[src/hdl/lpmd_pkg.sv]
// Shared types and constants for the length-prefixed message deframer.
// No dependencies; every other file imports this package.
package lpmd_pkg;

  // Header size in bytes; the first two header bytes carry the total length.
  localparam int unsigned HEADER_BYTES = 4;

  // Depth of the queue between the front and back parts.
  localparam int unsigned QUEUE_DEPTH = 4;
  localparam int unsigned QPTR_W      = $clog2(QUEUE_DEPTH);
  localparam int unsigned QCNT_W      = $clog2(QUEUE_DEPTH + 1);

  // Configuration port geometry.
  localparam int unsigned CFG_ADDR_W   = 3;
  localparam int unsigned CFG_DATA_W   = 32;
  localparam logic        REG_PKT_MODE = 1'b0;

  // One delivered result.
  typedef struct packed {
    logic [7:0] data;
    logic       first;
    logic       last;
    logic       aborted;
    logic       corrupt;
  } result_t;

  // Everything one input byte causes: one or two results.
  typedef struct packed {
    logic    two;
    result_t res0;
    result_t res1;
  } entry_t;

  // Queue status seen by the input handshake and the back part.
  typedef struct packed {
    logic full;
    logic empty;
  } queue_status_t;

endpackage

[src/hdl/lpmd_front.sv]
// Front part: accepts stream bytes, tracks the framing state and turns
// each byte into a queue entry of zero, one or two results. Uses lpmd_pkg.
module lpmd_front
  import lpmd_pkg::*;
(
  input  logic       clk,
  input  logic       rst_n,
  input  logic       packet_mode,
  input  logic       fire,
  input  logic [7:0] data_byte,
  input  logic       end_of_chunk,
  output logic       push,
  output entry_t     entry
);

  logic [15:0] byte_count_r, byte_count_nxt;
  logic [15:0] msg_len_r, msg_len_nxt;
  logic [7:0]  held_r, held_nxt;
  logic        err_r, err_nxt;

  // Framing decisions for the byte currently offered.
  always_comb begin
    logic        purge;
    logic [1:0]  n;
    logic [15:0] len;
    logic [15:0] cnt_inc;
    logic        skip_abort;
    purge          = end_of_chunk & packet_mode;
    n              = 2'd0;
    len            = {held_r, data_byte};
    cnt_inc        = byte_count_r + 16'd1;
    skip_abort     = 1'b0;
    byte_count_nxt = byte_count_r;
    msg_len_nxt    = msg_len_r;
    held_nxt       = held_r;
    err_nxt        = err_r;
    entry          = '0;

    priority if (err_r) begin
      // Latched error: bytes are dropped, a packet-mode chunk end clears it.
      if (purge) err_nxt = 1'b0;
      skip_abort = 1'b1;
    end else if (byte_count_r == 16'd0) begin
      held_nxt       = data_byte;
      byte_count_nxt = 16'd1;
    end else if (byte_count_r == 16'd1) begin
      msg_len_nxt = len;
      if (len < 16'(HEADER_BYTES)) begin
        // Declared length shorter than the header.
        err_nxt             = ~purge;
        byte_count_nxt      = 16'd0;
        entry.res0.corrupt  = 1'b1;
        n                   = 2'd1;
        skip_abort          = 1'b1;
      end else begin
        entry.two        = 1'b1;
        entry.res0.data  = held_r;
        entry.res0.first = 1'b1;
        entry.res1.data  = data_byte;
        entry.res1.last  = (len <= 16'd2);
        byte_count_nxt   = (len <= 16'd2) ? 16'd0 : 16'd2;
        n                = 2'd2;
      end
    end else begin
      entry.res0.data = data_byte;
      entry.res0.last = (cnt_inc >= msg_len_r);
      byte_count_nxt  = (cnt_inc >= msg_len_r) ? 16'd0 : cnt_inc;
      n               = 2'd1;
    end

    // Packet mode drops a message still partial at the chunk end.
    if (!skip_abort && purge && byte_count_nxt != 16'd0) begin
      byte_count_nxt = 16'd0;
      if (n == 2'd2) begin
        entry.res1.aborted = 1'b1;
      end else begin
        entry.res0.aborted = 1'b1;
        n                  = 2'd1;
      end
    end

    push = fire & (n != 2'd0);
  end

  // Framing state registers.
  always_ff @(posedge clk) begin
    if (!rst_n) begin
      byte_count_r <= '0;
      msg_len_r    <= '0;
      held_r       <= '0;
      err_r        <= 1'b0;
    end else if (fire) begin
      byte_count_r <= byte_count_nxt;
      msg_len_r    <= msg_len_nxt;
      held_r       <= held_nxt;
      err_r        <= err_nxt;
    end
  end

endmodule

[src/hdl/lpmd_queue.sv]
// Short queue of result entries between the front and back parts.
// Uses lpmd_pkg for the entry type and depth.
module lpmd_queue
  import lpmd_pkg::*;
(
  input  logic          clk,
  input  logic          rst_n,
  input  logic          push,
  input  entry_t        push_entry,
  input  logic          pop,
  output entry_t        head,
  output queue_status_t status
);

  entry_t            slots_r [QUEUE_DEPTH];
  logic [QPTR_W-1:0] wptr_r, rptr_r;
  logic [QCNT_W-1:0] count_r;

  assign head         = slots_r[rptr_r];
  assign status.full  = (count_r == QCNT_W'(QUEUE_DEPTH));
  assign status.empty = (count_r == '0);

  // Entry storage needs no reset.
  always_ff @(posedge clk) begin
    if (push) slots_r[wptr_r] <= push_entry;
  end

  // Pointers and fill level.
  always_ff @(posedge clk) begin
    if (!rst_n) begin
      wptr_r  <= '0;
      rptr_r  <= '0;
      count_r <= '0;
    end else begin
      if (push) wptr_r <= wptr_r + QPTR_W'(1);
      if (pop)  rptr_r <= rptr_r + QPTR_W'(1);
      unique case ({push, pop})
        2'b10:   count_r <= count_r + QCNT_W'(1);
        2'b01:   count_r <= count_r - QCNT_W'(1);
        default: count_r <= count_r;
      endcase
    end
  end

endmodule

[src/hdl/lpmd_back.sv]
// Back part: unpacks queue entries into single results and holds each one
// in the output register until it is taken. Uses lpmd_pkg.
module lpmd_back
  import lpmd_pkg::*;
(
  input  logic          clk,
  input  logic          rst_n,
  input  entry_t        head,
  input  queue_status_t status,
  output logic          pop,
  input  logic          out_ready,
  output logic          out_valid,
  output result_t       out_res
);

  logic    valid_r;
  logic    idx_r, idx_nxt;
  logic    load;
  result_t res_r;

  // Load a new result whenever the queue holds an entry and the output register is free or being taken.
  always_comb begin
    load    = !status.empty && (!valid_r || out_ready);
    pop     = load && (idx_r || !head.two);
    idx_nxt = idx_r;
    if (load) idx_nxt = !pop;
  end

  always_ff @(posedge clk) begin
    if (!rst_n) begin
      valid_r <= 1'b0;
      idx_r   <= 1'b0;
    end else begin
      idx_r <= idx_nxt;
      if (load)           valid_r <= 1'b1;
      else if (out_ready) valid_r <= 1'b0;
    end
  end

  // Output payload register.
  always_ff @(posedge clk) begin
    if (load) res_r <= idx_r ? head.res1 : head.res0;
  end

  assign out_valid = valid_r;
  assign out_res   = res_r;

endmodule

[src/hdl/length_prefixed_message_deframer_core.sv]
// Top level of the length-prefixed message deframer: configuration port,
// front part, queue and back part. Uses lpmd_pkg and the lpmd_* modules.
//
// The block takes one stream byte per clock while in_ready is high and
// splits the stream into messages whose header opens with a 16-bit
// big-endian total length. For each accepted byte the front part updates the
// framing state and queues zero, one or two results; the back part delivers
// one result per cycle through an output register, so one byte per clock is
// sustained, limited by out_ready and by the single result port when a
// message's second byte yields two results. The queue between the two parts
// holds four entries; in_ready drops only when it is full. The packet_mode
// register sits at byte address 0 and should be written while idle.
module length_prefixed_message_deframer_core
  import lpmd_pkg::*;
(
  input  logic                  clk,
  input  logic                  rst_n,
  input  logic                  cfg_psel,
  input  logic                  cfg_penable,
  input  logic                  cfg_pwrite,
  input  logic [CFG_ADDR_W-1:0] cfg_paddr,
  input  logic [CFG_DATA_W-1:0] cfg_pwdata,
  output logic [CFG_DATA_W-1:0] cfg_prdata,
  output logic                  cfg_pready,
  input  logic                  in_valid,
  output logic                  in_ready,
  input  logic [7:0]            in_data_byte,
  input  logic                  in_end_of_chunk,
  output logic                  out_valid,
  input  logic                  out_ready,
  output logic [7:0]            out_out_byte,
  output logic                  out_first_of_message,
  output logic                  out_last_of_message,
  output logic                  out_aborted,
  output logic                  out_stream_corrupt
);

  logic          pkt_mode_r;
  logic          reg_idx;
  logic          fire;
  logic          push;
  logic          pop;
  entry_t        push_entry;
  entry_t        head;
  queue_status_t status;
  result_t       out_res;

  // Configuration register.
  assign reg_idx    = cfg_paddr[CFG_ADDR_W-1];
  assign cfg_pready = 1'b1;
  assign cfg_prdata = (reg_idx == REG_PKT_MODE) ? CFG_DATA_W'(pkt_mode_r) : '0;

  always_ff @(posedge clk) begin
    if (!rst_n) begin
      pkt_mode_r <= 1'b0;
    end else if (cfg_psel && cfg_penable && cfg_pwrite && reg_idx == REG_PKT_MODE) begin
      pkt_mode_r <= cfg_pwdata[0];
    end
  end

  // Input handshake.
  assign in_ready = !status.full;
  assign fire     = in_valid && in_ready;

  lpmd_front u_front (
    .clk          (clk),
    .rst_n        (rst_n),
    .packet_mode  (pkt_mode_r),
    .fire         (fire),
    .data_byte    (in_data_byte),
    .end_of_chunk (in_end_of_chunk),
    .push         (push),
    .entry        (push_entry)
  );

  lpmd_queue u_queue (
    .clk        (clk),
    .rst_n      (rst_n),
    .push       (push),
    .push_entry (push_entry),
    .pop        (pop),
    .head       (head),
    .status     (status)
  );

  lpmd_back u_back (
    .clk       (clk),
    .rst_n     (rst_n),
    .head      (head),
    .status    (status),
    .pop       (pop),
    .out_ready (out_ready),
    .out_valid (out_valid),
    .out_res   (out_res)
  );

  assign out_out_byte         = out_res.data;
  assign out_first_of_message = out_res.first;
  assign out_last_of_message  = out_res.last;
  assign out_aborted          = out_res.aborted;
  assign out_stream_corrupt   = out_res.corrupt;

endmodule
[config.mk]
export PLATFORM = sky130hd
export DESIGN_NAME = length_prefixed_message_deframer_core
export DESIGN_NICKNAME = d
export VERILOG_FILES = /design/src/hdl/lpmd_pkg.sv /design/src/hdl/lpmd_front.sv /design/src/hdl/lpmd_queue.sv /design/src/hdl/lpmd_back.sv /design/src/hdl/length_prefixed_message_deframer_core.sv
export SDC_FILE = /design/constraint.sdc
export NUM_CORES = 1
export LEC_CHECK = 0
export ABC_AREA = 0
export BUFFER_PORTS_ARGS = -buffer_cell sky130_fd_sc_hd__buf_4
export CAP_MARGIN = 10
export CORE_AREA = 3 3 194 120
export CTS_CLUSTER_DIAMETER = 40
export DETAILED_ROUTE_END_ITERATION = 7
export DIE_AREA = 0 0 197 123
export GPL_TIMING_DRIVEN = 1
export HOLD_SLACK_MARGIN = 0.05
export PLACE_DENSITY = 0.56
export SETUP_SLACK_MARGIN = 0.3
export SLEW_MARGIN = 20
export SYNTH_ARGS = -nofsm -noshare
export SYNTH_HDL_FRONTEND = slang
export SYNTH_SLANG_ARGS = --single-unit
[constraint.sdc]
create_clock -name clk -period 5.4 [get_ports clk]
set_clock_uncertainty 0.2 [all_clocks]
set_input_delay 0.27 -clock clk [delete_from_list [all_inputs] [get_ports clk]]
set_output_delay 0.27 -clock clk [all_outputs]
set_load 0.01 [all_outputs]
==> impl_results.md <==
* Inst Count DP at 889
* Initial antenna violation count at 0
* Post-DRT Antenna Nets at 0
* Critical path type: register to register
* Die X at 197 um
* Vias at 4639
* Mapped Cells at 587
* Total Nets Final at 719
* Area of the multi-input gates at 0.00296 sq mm
* Hpwl dp at 11300 um
* Most frequent cells in the layout: 100 x edfxtp_1, 52 x buf_4, 43 x dfxtp_1
* RePlAce Congestion at 0.855
* Relative slew slack at 40.9%
* Worst EP arrival at 4990 ps
* Clk slew on worst S/H paths at 70 ps
* IO Pins at 98
* Status: finished, final reports clean
* Number of synthesized flops with an enable pin at 100
* Initial drt markers at 378
* Sequential cell area at 0.00409 sq mm
* Average cell area after synthesis at 12.4 sq um
* Number of vias per cell at 4.93
* Sequential share of the synthesized area at 55.7%
* Fmax at 0.206 GHz
* Layout Cells excl Fill at 941
* Worst IR Drop VDD at 259 uV
* Die Area at 0.0242 sq mm
* Max-cap viol count at 0
* Synth-to-Final Area Change at 17.8%
* Most common flop cell mapped by yosys: edfxtp_1
* Clk sinks at 153
* Vias in the first global route at 4652
* N_diodes at 0
* Kind of end point of the critical path: register
* Clk root buf: clkbuf_16
* Layout cells sized above 1 at 22.7%
* Hold WC Path Type: input pin to register
* Tcrit/Tclk final at 89.7%
* PortBufs at 32
* Core Area at 0.0218 sq mm
* Register bit total from synthesis at 153
* Synth Cell Area at 0.00729 sq mm
* Largest net degree at the start of global routing at 40
* Worst-Skew Late Latency at 410 ps
* WL final at 16200 um
* Final setup fails at 0
* Total gr overflow at 0
* Most common cell after layout, fill and taps aside: edfxtp_1
* Warnings from Yosys at 0
* Post-synth ARST share at 0%
* TritonCTS clock tree: yes
* Critical Path Fanout Max at 8
* Pwr/cell area at 395 mW/mm^2
* TritonCTS buffer count at 17
* Unrepaired setup endpoints after global routing: false
* CP Data Required Time at 5550 ps
* First-pass GRT wire length at 25500 um
* DRC violations left at 0
* Initial DRT Pass Iterations at 5
* Max-slew violations at 0
* Period minus WS final at 4850 ps
* CTS H-tree depth at 4
* GR Util All Layers at 13.7%
* Clock Tree Buf Depth at 2
* Final Hold Viols at 0
* Worst slew pin tran at 883 ps
* Chip Height at 123 um
* Pleak at 3.14 nW
* Layout fillers at 2067
* Critical Path Start Type: register
* Yosys cell types at 58
* Row count at 42
* Avg WL per Cell at 17.2 um
* Starting Density at 33.5%
* Tot Pwr at 3.39 mW
[power breakdown]
part / internal (mW) / leakage, nW / switching [mW] / total [mW]
Combinational: 0.360 / 1.49 / 0.393 / 0.753
Sequential: 1.40 / 1.37 / 0.0692 / 1.47
Clock: 0.654 / 0.280 / 0.518 / 1.17
[through the flow]
| stage | utilization (%) | TNS (ps) | hold slack (ps) | instance area (sq um) | setup slack (ps) |
|---|---|---|---|---|---|
| after floorplan | - | 0 | 215 | 7420 | 990 |
| after global placement | 35.6 | 0 | 269 | 7740 | 207 |
| after detailed placement | 35.6 | -46.6 | 274 | 7740 | -46.6 |
| after CTS | 38.8 | 0 | 87.5 | 8440 | 357 |
| after global routing | 39.5 | 0 | 105 | 8590 | 290 |
| final | 39.5 | 0 | 97.2 | 8590 | 555 |
[cells in the mapped netlist (11+ instances only)]
library cell | n | area, sq um
dfxtp_1 | 53 | 1060
buf_4 | 32 | 240
a21oi_1 | 14 | 70.1
clkbuf_1 | 20 | 75.1
mux2i_1 | 13 | 130
edfxtp_1 | 100 | 3000
nor2b_1 | 18 | 113
nor2_1 | 32 | 120
and2_1 | 17 | 106
mux4_2 | 22 | 495
o21ai_0 | 20 | 100
ha_1 | 24 | 300
a21boi_0 | 17 | 128
xnor2_1 | 11 | 96.3
a22oi_1 | 11 | 82.6
inv_1 | 27 | 101
nand2_1 | 40 | 150
[flip-flops by register name (all words and copies together) (netlist names), 2 cells and up, named ones only]
register	cells
u_queue.slots_r	88
u_front.byte_count_r	16
u_front.msg_len_r	16
u_back.out_res	12
u_front.held_r	8
u_queue.count_r	3
u_queue.rptr_r	2
u_queue.wptr_r	2
[worst max-delay path, cell delays in order (launching register included)]
cell      delay (ps)
dfxtp_4          410
ha_2             260
nand3_2          160
nor2_4           190
and3_1           230
xor2_2           250
ha_1             180
nand4_1          210
nor3_4           310
o311a_1          270
nor4_1            80
buf_4            150
a21oi_1          120
nand4_1          220
a21o_4           280
inv_1             50
ha_2             180
inv_1             60
fa_1             370
xor2_1           160
or3_1            310
a21boi_1         130
[final timing paths]
kind | startpoint | to | slack, ps | depth (start not counted)
worst max-delay path | u_front.byte_count_r[0] | u_queue.count_r[2] | 550 | 21
worst min-delay path | rst_n | u_front.msg_len_r[9] | 100 | 2
worst max register to register | u_front.byte_count_r[0] | u_queue.count_r[2] | 550 | 21
worst min register to register | u_front.msg_len_r[7] | u_front.msg_len_r[7] | 280 | 2
[kinds of logic (layout without fill, tap and decap cells)]
kind of cell,count (synthesis),after routing,synth area share [%]
AND/OR/NAND/NOR,164,164,12.2
XOR/XNOR,20,20,2.40
other,2,36,0.103
adder cells (fa/ha/maj),25,25,4.39
AO/OA/AOI/OAI,91,91,8.80
buffers and inverters,87,121,6.31
flip-flops,153,153,55.7
multiplexers,45,45,10.1
[layout make-up]
cell class              count  share of cell area [%]
flip-flops and latches    153                    47.6
multi-input cells         381                    34.5
repair buffers             63                    5.82
clock buffers              17                    4.95
well taps                 286                    4.16
clock inverters            14                    1.79
inverters                  27                    1.18
[metal layers]
metal,GRT usage [%],up-vias,wire (um),share of wire (%)
li1,-,2195,-,-
met1,19.9,2301,8020,50
met2,21.1,127,7180,44
met3,2.83,16,824,5.1
met4,3.78,0,150,0.93
met5,0,-,0,0
[timing repair]
| action | CTS | global route |
|---|---|---|
| setup endpoints to repair | 2 | 2 |
| hold buffers | 11 | 0 |
| endpoints found under the hold margin | 18 | 0 |
| pin swaps | 1 | 9 |
| setup buffers | 0 | 10 |
| resized for setup | 6 | 25 |
No activity file was read; power rests on OpenSTA's default activity.
